===== src/bei_pkg.sv =====
// ============================================================================
// bei_pkg: shared constants and types of the bounce easing interpolator
// Fixed-point formats, bounce segment constants and blend mode codes.
// ============================================================================
package bei_pkg;

  // Field widths.
  localparam int TimeW = 17;   // unsigned Q1.16 time
  localparam int PosW  = 24;   // signed Q16.8 position
  localparam int DiffW = PosW + 1;
  localparam int HW    = 18;   // blend factor, unsigned Q1.17
  localparam int MagW  = 20;   // magnitude of the segment offset term
  localparam int SqW   = 2 * MagW;
  localparam int ProdW = HW + 1 + DiffW;

  // One and one half in Q1.16.
  localparam logic [TimeW-1:0] OneQ16  = 17'd65536;
  localparam logic [TimeW-1:0] HalfQ16 = 17'd32768;

  // Segment limits 4/11, 8/11 and 10/11 compared as 11*x against k*2^16.
  localparam logic [19:0] Lim1 = 20'(4 * 65536);
  localparam logic [19:0] Lim2 = 20'(8 * 65536);
  localparam logic [19:0] Lim3 = 20'(10 * 65536);

  // Segment centers scaled by 22 (so that n1*(x-off)^2 = d^2 / 2^38).
  localparam logic [20:0] Ctr1 = 21'(12 * 65536);
  localparam logic [20:0] Ctr2 = 21'(18 * 65536);
  localparam logic [20:0] Ctr3 = 21'(21 * 65536);

  // Curve offsets 0.75, 0.9375 and 0.984375 in Q0.16.
  localparam logic [TimeW-1:0] Off1 = 17'd49152;
  localparam logic [TimeW-1:0] Off2 = 17'd61440;
  localparam logic [TimeW-1:0] Off3 = 17'd64512;

  // Rounding constants.
  localparam logic [SqW-1:0]   SqRound   = SqW'(64'd1 << 21);
  localparam logic signed [ProdW-1:0] ProdRound = ProdW'(65536);

  // Saturation limits of the position range.
  localparam logic signed [PosW+3:0] PosMax = 28'sd8388607;
  localparam logic signed [PosW+3:0] PosMin = -28'sd8388608;

  // Blend modes.
  localparam logic [1:0] ModeOut  = 2'd0;  // ease-out: H = 2B(t)
  localparam logic [1:0] ModeLow  = 2'd1;  // in-out, first half
  localparam logic [1:0] ModeHigh = 2'd2;  // in-out, second half

  // Pipeline control handed to every stage.
  typedef struct packed {
    logic en;
  } bei_ctl_t;

endpackage


===== src/bounce_easing_interpolator_core.sv =====
// ============================================================================
// bounce_easing_interpolator_core: eased 2D position from time and endpoints
// Requests pass the curve stages, the lane product and the output register.
// Throughput: one request per cycle; the whole pipeline advances together and
// holds only while the output register waits on out_ready_i.
// Reset: rst_ni clears the valid bits of all stages; no clearing pass.
// ============================================================================
module bounce_easing_interpolator_core (
  input  logic                             clk_i,
  input  logic                             rst_ni,
  input  logic                             in_valid_i,
  output logic                             in_ready_o,
  input  logic                             kind_i,
  input  logic [bei_pkg::TimeW-1:0]        time_req_i,
  input  logic signed [bei_pkg::PosW-1:0]  start_u_i,
  input  logic signed [bei_pkg::PosW-1:0]  start_v_i,
  input  logic signed [bei_pkg::PosW-1:0]  end_u_i,
  input  logic signed [bei_pkg::PosW-1:0]  end_v_i,
  output logic                             out_valid_o,
  input  logic                             out_ready_i,
  output logic signed [bei_pkg::PosW-1:0]  pos_u_o,
  output logic signed [bei_pkg::PosW-1:0]  pos_v_o
);
  import bei_pkg::*;

  bei_ctl_t               ctl;
  logic [HW-1:0]          h;
  logic [3:0]             v_q;
  logic                   out_valid_q;
  logic signed [PosW-1:0] lane_u, lane_v;
  logic signed [PosW-1:0] pos_u_q, pos_v_q;

  // The pipeline moves whenever the output register is free or being read.
  assign ctl.en     = !out_valid_q || out_ready_i;
  assign in_ready_o = ctl.en;

  bei_curve u_curve (
    .clk_i      (clk_i),
    .ctl_i      (ctl),
    .kind_i     (kind_i),
    .time_req_i (time_req_i),
    .h_o        (h)
  );

  bei_lane u_lane_u (
    .clk_i   (clk_i),
    .ctl_i   (ctl),
    .start_i (start_u_i),
    .end_i   (end_u_i),
    .h_i     (h),
    .pos_o   (lane_u)
  );

  bei_lane u_lane_v (
    .clk_i   (clk_i),
    .ctl_i   (ctl),
    .start_i (start_v_i),
    .end_i   (end_v_i),
    .h_i     (h),
    .pos_o   (lane_v)
  );

  // Valid bits of the four inner stages and the output register.
  always_ff @(posedge clk_i or negedge rst_ni) begin
    if (!rst_ni) begin
      v_q         <= '0;
      out_valid_q <= 1'b0;
    end else if (ctl.en) begin
      v_q         <= {v_q[2:0], in_valid_i};
      out_valid_q <= v_q[3];
    end
  end

  // Output register merges both lanes into one result.
  always_ff @(posedge clk_i) begin
    if (ctl.en) begin
      pos_u_q <= lane_u;
      pos_v_q <= lane_v;
    end
  end

  assign out_valid_o = out_valid_q;
  assign pos_u_o     = pos_u_q;
  assign pos_v_o     = pos_v_q;

endmodule


===== src/bei_curve.sv =====
// ============================================================================
// bei_curve: bounce curve and blend factor
// Three pipeline stages from time and mode to the Q1.17 blend factor H.
// ============================================================================
module bei_curve (
  input  logic                          clk_i,
  input  bei_pkg::bei_ctl_t             ctl_i,
  input  logic                          kind_i,
  input  logic [bei_pkg::TimeW-1:0]     time_req_i,
  output logic [bei_pkg::HW-1:0]        h_o
);
  import bei_pkg::*;

  logic [TimeW-1:0] tsat;
  logic [1:0]       mode;
  logic [TimeW:0]   two_t;
  logic [TimeW:0]   x18;
  logic [TimeW-1:0] x;
  logic [19:0]      x11;
  logic [20:0]      x22;
  logic [20:0]      ctr;
  logic [TimeW-1:0] off;
  logic signed [21:0] d;
  logic [21:0]      mag_full;

  logic [MagW-1:0]  mag_q;
  logic [1:0]       mode1_q, mode2_q;
  logic [TimeW-1:0] off1_q, off2_q;
  logic [SqW-1:0]   sq_q;
  logic [TimeW-1:0] b;
  logic [HW-1:0]    h_d, h_q;

  // Saturate time, pick the mode and form the curve argument.
  always_comb begin
    tsat  = (time_req_i > OneQ16) ? OneQ16 : time_req_i;
    two_t = {tsat, 1'b0};
    if (!kind_i) begin
      mode = ModeOut;
      x18  = {1'b0, tsat};
    end else if (tsat < HalfQ16) begin
      mode = ModeLow;
      x18  = {1'b0, OneQ16} - two_t;
    end else begin
      mode = ModeHigh;
      x18  = two_t - {1'b0, OneQ16};
    end
    x = x18[TimeW-1:0];
  end

  // Segment select and offset term d = 22x - center.
  always_comb begin
    x11 = (20'(x) << 3) + (20'(x) << 1) + 20'(x);
    x22 = {x11, 1'b0};
    if (x11 < Lim1) begin
      ctr = '0;
      off = '0;
    end else if (x11 < Lim2) begin
      ctr = Ctr1;
      off = Off1;
    end else if (x11 < Lim3) begin
      ctr = Ctr2;
      off = Off2;
    end else begin
      ctr = Ctr3;
      off = Off3;
    end
    d        = $signed({1'b0, x22}) - $signed({1'b0, ctr});
    mag_full = d[21] ? 22'(-d) : 22'(d);
  end

  // Stage 1: offset magnitude and segment data.
  always_ff @(posedge clk_i) begin
    if (ctl_i.en) begin
      mag_q   <= mag_full[MagW-1:0];
      mode1_q <= mode;
      off1_q  <= off;
    end
  end

  // Stage 2: square of the offset term.
  always_ff @(posedge clk_i) begin
    if (ctl_i.en) begin
      sq_q    <= mag_q * mag_q;
      mode2_q <= mode1_q;
      off2_q  <= off1_q;
    end
  end

  // Round the square into Q0.16 and form the blend factor.
  always_comb begin
    b = TimeW'((sq_q + SqRound) >> 22) + off2_q;
    unique case (mode2_q)
      ModeOut:  h_d = {b, 1'b0};
      ModeLow:  h_d = HW'(OneQ16) - HW'(b);
      ModeHigh: h_d = HW'(OneQ16) + HW'(b);
      default:  h_d = '0;
    endcase
  end

  // Stage 3: blend factor.
  always_ff @(posedge clk_i) begin
    if (ctl_i.en) begin
      h_q <= h_d;
    end
  end

  assign h_o = h_q;

endmodule


===== src/bei_lane.sv =====
// ============================================================================
// bei_lane: one coordinate lane of the blend
// Delays start and difference to meet H, multiplies, rounds and saturates.
// ============================================================================
module bei_lane (
  input  logic                               clk_i,
  input  bei_pkg::bei_ctl_t                  ctl_i,
  input  logic signed [bei_pkg::PosW-1:0]    start_i,
  input  logic signed [bei_pkg::PosW-1:0]    end_i,
  input  logic [bei_pkg::HW-1:0]             h_i,
  output logic signed [bei_pkg::PosW-1:0]    pos_o
);
  import bei_pkg::*;

  logic signed [PosW-1:0]  s_q [4];
  logic signed [DiffW-1:0] diff_q [3];
  logic signed [DiffW-1:0] diff;
  logic signed [ProdW-1:0] prod_q;
  logic signed [ProdW-1:0] sum;
  logic signed [PosW+2:0]  quo;
  logic signed [PosW+3:0] r;

  assign diff = $signed({end_i[PosW-1], end_i}) - $signed({start_i[PosW-1], start_i});

  // Start and difference travel beside the curve stages.
  always_ff @(posedge clk_i) begin
    if (ctl_i.en) begin
      s_q[0]    <= start_i;
      diff_q[0] <= diff;
      s_q[1]    <= s_q[0];
      diff_q[1] <= diff_q[0];
      s_q[2]    <= s_q[1];
      diff_q[2] <= diff_q[1];
      s_q[3]    <= s_q[2];
      prod_q    <= $signed({1'b0, h_i}) * diff_q[2];
    end
  end

  // Round to nearest (ties upward), add the start and saturate.
  always_comb begin
    sum = prod_q + ProdRound;
    quo = sum[ProdW-1:17];
    r   = $signed({{4{s_q[3][PosW-1]}}, s_q[3]}) + $signed({quo[PosW+2], quo});
    if (r > PosMax) begin
      pos_o = PosMax[PosW-1:0];
    end else if (r < PosMin) begin
      pos_o = PosMin[PosW-1:0];
    end else begin
      pos_o = r[PosW-1:0];
    end
  end

endmodule


===== config.mk =====
export PLATFORM = sky130hd
export DESIGN_NAME = bounce_easing_interpolator_core
export DESIGN_NICKNAME = d
export VERILOG_FILES = /design/src/bei_pkg.sv /design/src/bounce_easing_interpolator_core.sv /design/src/bei_curve.sv /design/src/bei_lane.sv
export SDC_FILE = /design/constraint.sdc
export NUM_CORES = 2
export LEC_CHECK = 0
export BUFFER_PORTS_ARGS = -buffer_cell sky130_fd_sc_hd__buf_2
export CORE_ASPECT_RATIO = 0.9
export CORE_MARGIN = 4
export CORE_UTILIZATION = 60
export DETAILED_ROUTE_END_ITERATION = 16
export HOLD_SLACK_MARGIN = 0.06
export PLACE_DENSITY = 0.79
export RECOVER_POWER = 25
export SLEW_MARGIN = 25
export SYNTH_ARGS = -nofsm -noshare
export SYNTH_HDL_FRONTEND = slang
export SYNTH_SLANG_ARGS = --single-unit
export TNS_END_PERCENT = 1

===== constraint.sdc =====
create_clock -name clk_i -period 61.4 [get_ports clk_i]
set_input_delay 12.28 -clock clk_i [delete_from_list [all_inputs] [get_ports clk_i]]
set_output_delay 12.28 -clock clk_i [all_outputs]
set_load 0.05 [all_outputs]

==> qor.yml <==
global_route:
  gr-total-overflow: 0
  grt_pass1_wl_mm: 236
  grt_max_degree: 172
  antenna_found_initial: 2
  grt_use_total_pct: 25.4
  first_global_vias: 47800
detailed_routing:
  wl_per_cell_um: 17.6
  via_count: 43800
  drc: 0
  dr.pass1.iters: 5
  drt_wl_total_mm: 139
  drt-vias-per-instance: 5.54
  drt-initial-drc-count: 2874
  final_antenna_net_count: 0
setup_path:
  endpoint_kind: "output port"
  cp.arrival_ns: 12.89
  crit_family: "buffers and inverters"
  critical_path_class: "in2out"
  regToRegStartpoint: "u_curve.mag_q[12]$_DFFE_PP_"
  path_depth: 3
  start_kind: "primary input"
  path_common_cell: "buf_2"
  r2r_slack_ns: 52.86
  endpoint: "in_ready_o"
  rr_worst_depth: 22
  required_ns: 49.12
  slowest_delay_ns: 0.30
  crit_path_start: "out_ready_i"
  cp_max_fo: 3
  crit_path_cell_trace: "buf_2 > nand2b_4 > buf_2"
  worst_path_max_delay_cell: "buf_2"
  worst-path-buf-inv: 2
  r2r-end: "u_curve.sq_q[38]$_DFFE_PP_"
clock_tree:
  htreeDepth: 2
  cts_setup_buffers: 0
  clkSinkCount: 516
  clk_pin_slew_ns: 0.06
  post_cts_resized: 0
  clk_path_buf_depth: 3
  tritoncts: "yes"
  holdBufCountCts: 0
  cts_root_buffer: "clkbuf_16"
  cts-buffers-inserted: 54
  clock_latency_ns: 0.66
final_layout:
  final_util_pct: 64.6
  drive_gt1_share_pct: 5.34
  area_growth_pct: 6.19
  antennaDiodeCount: 0
  fill_cells: 8233
  multi_input_area_sq_um: 44100
  regArea_sq_um: 15500
  nNetsFinal: 8190
placed_design:
  io_buffer_count: 167
  place.gp.congestion: 0.877
  dp_hpwl_mm: 106
timing:
  tightestPinTransition_ns: 1.09
  slew_headroom_pct: 26.3
  setup_viol: 0
  fin_setup_tns_ns: 0
  final_max_slew_viol_count: 0
  period_share_pct: 41.0
  hold_viol: 0
  clock.fmax_mhz: 39.7
  rsz0062_at_grt: "false"
  period_needed_ns: 25.17
  finClkSkew_ns: 0.0355
floorplanning:
  initial_utilization_pct: 60.8
  die_area_sq_um: 115000
  core-area_sq_um: 108000
  die_w_um: 357
  num_rows: 114
  ios: 168
  die_height_um: 322
synthesis:
  muxShareOfSynthArea_pct: 0.227
  synthSimpleGateAreaFrac_pct: 12.4
  synth-seq-cells: 516
  yosys.area_share.adder_pct: 44.8
  yosys-top-cells-area: "fa_1, edfxtp_1, ha_1, inv_1, and2_1"
  synthXorXnorAreaFrac_pct: 3.87
  synth_cell_types: 84
  synth-seq-area-share_pct: 23.6
  syn_inst: 6357
  yosys.area.top_type: "fa_1"
  synth_area_sq_um: 65600
  synth_area_per_cell_sq_um: 10.3
  async_flop_share_pct: 0.969
  synth_top_area_share_pct: 35.3
  syn_nets: 8134
  ys.flop_type: "edfxtp_1"
  synth-edff-count: 511
  yosysWarnings: 0
  synth_top_family_by_area: "adder cells"
  synth_compound_area_share_pct: 5.89
status:
  status: "completed"
hold_path:
  hold_path.class: "reg2reg"
flow_run:
  max-cap-violations: 0
sequential cells by signal, summed over array words and instances, names as in the netlist, 18 cells and up:
| register | flops |
|---|---|
| pos_v_o | 24 |
| u_curve.sq_q | 18 |
| u_lane_v.prod_q | 28 |
| u_lane_u.prod_q | 28 |
| pos_u_o | 24 |
| u_curve.h_o | 18 |
| u_curve.mag_q | 19 |
| u_lane_v.s_q | 96 |
| u_lane_u.s_q | 96 |
| u_lane_u.diff_q | 75 |
| u_lane_v.diff_q | 75 |
layout make-up:
type	instances	area share [%]
Sequential cell	516	22.2
Timing Repair Buffer	213	1.73
Multi-Input combinational cell	4236	63.3
Tap cell	1450	2.60
Clock inverter	38	0.630
Inverter	1392	7.50
Clock buffer	62	2.01
cells in the mapped netlist (36+ instances only):
| cell type | instances |
|---|---|
| a21oi_1 | 176 |
| xor2_1 | 88 |
| xnor2_1 | 202 |
| nand3_1 | 80 |
| and3_1 | 42 |
| and2_1 | 462 |
| nor3_1 | 44 |
| nor2_1 | 164 |
| a21o_1 | 81 |
| nor2b_1 | 36 |
| o21ai_0 | 117 |
| fa_1 | 1156 |
| edfxtp_1 | 511 |
| clkbuf_1 | 205 |
| ha_1 | 503 |
| inv_1 | 1392 |
| nand2_1 | 736 |
layer usage:
layer	GRT usage (%)	share of wire (%)	routed length [um]
met3	3.56	6.8	9420
met4	9.43	4.0	5610
met5	0	0.014	20
met1	33.4	40	55200
met2	43.2	49	68800
placed cells by master, fill, tap and decap left out, types with 22 or more instances in the layout:
cell type,n
a211oi_1,22
a21o_1,81
a21oi_1,176
and2_1,460
and3_1,42
buf_2,167
buf_4,44
clkbuf_16,55
edfxtp_1,511
fa_1,1156
ha_1,503
inv_1,1392
nand2_1,736
nand2b_1,34
nand3_1,80
nand4_1,25
nor2_1,164
nor2b_1,36
nor3_1,44
o21a_1,28
o21ai_0,118
o21bai_1,23
xnor2_1,202
xor2_1,88
logic make-up (layout without fill, tap and decap cells):
group	after synthesis	count (layout)
simple gates	1674	1674
fa+ha+maj	1659	1659
buf+inv	1605	1705
compound gates	599	599
flops	516	516
xor+xnor	290	290
mux	14	14
through the flow:
stage               std cells  worst slack [ns]  instance area (sq um)  hold slack [ns]
global route             7907             36.22                  69700            0.411
finish                   7907             36.23                  69700            0.407
detailed placement       7806             36.22                  67800            0.405
floorplan                6357             22.44                  65600            0.400
CTS                      7906             36.21                  69700            0.397
global placement         7806             36.22                  67800            0.401
how the worst min path moves through the flow:
stage                                           from  cells past startpoint  slack, ns                                to
global placement       u_lane_v.s_q[1][13]$_DFFE_PP_                      0       0.40     u_lane_v.s_q[2][13]$_DFFE_PP_
detailed placement  u_curve.mode1_q[1]$_SDFFCE_PN0P_                      0       0.40      u_curve.mode2_q[1]$_DFFE_PP_
floorplan           u_curve.mode1_q[0]$_SDFFCE_PN0P_                      0       0.40      u_curve.mode2_q[0]$_DFFE_PP_
CTS                 u_lane_u.diff_q[0][15]$_DFFE_PP_                      0       0.40  u_lane_u.diff_q[0][40]$_DFFE_PP_
global route        u_lane_u.diff_q[0][15]$_DFFE_PP_                      0       0.41  u_lane_u.diff_q[0][40]$_DFFE_PP_
finish              u_lane_v.diff_q[0][47]$_DFFE_PP_                      0       0.41  u_lane_v.diff_q[0][72]$_DFFE_PP_
Power is left out: the tool's default activity adds up to more than one toggle a clock period on the data nets, which glitch-free logic cannot reach.
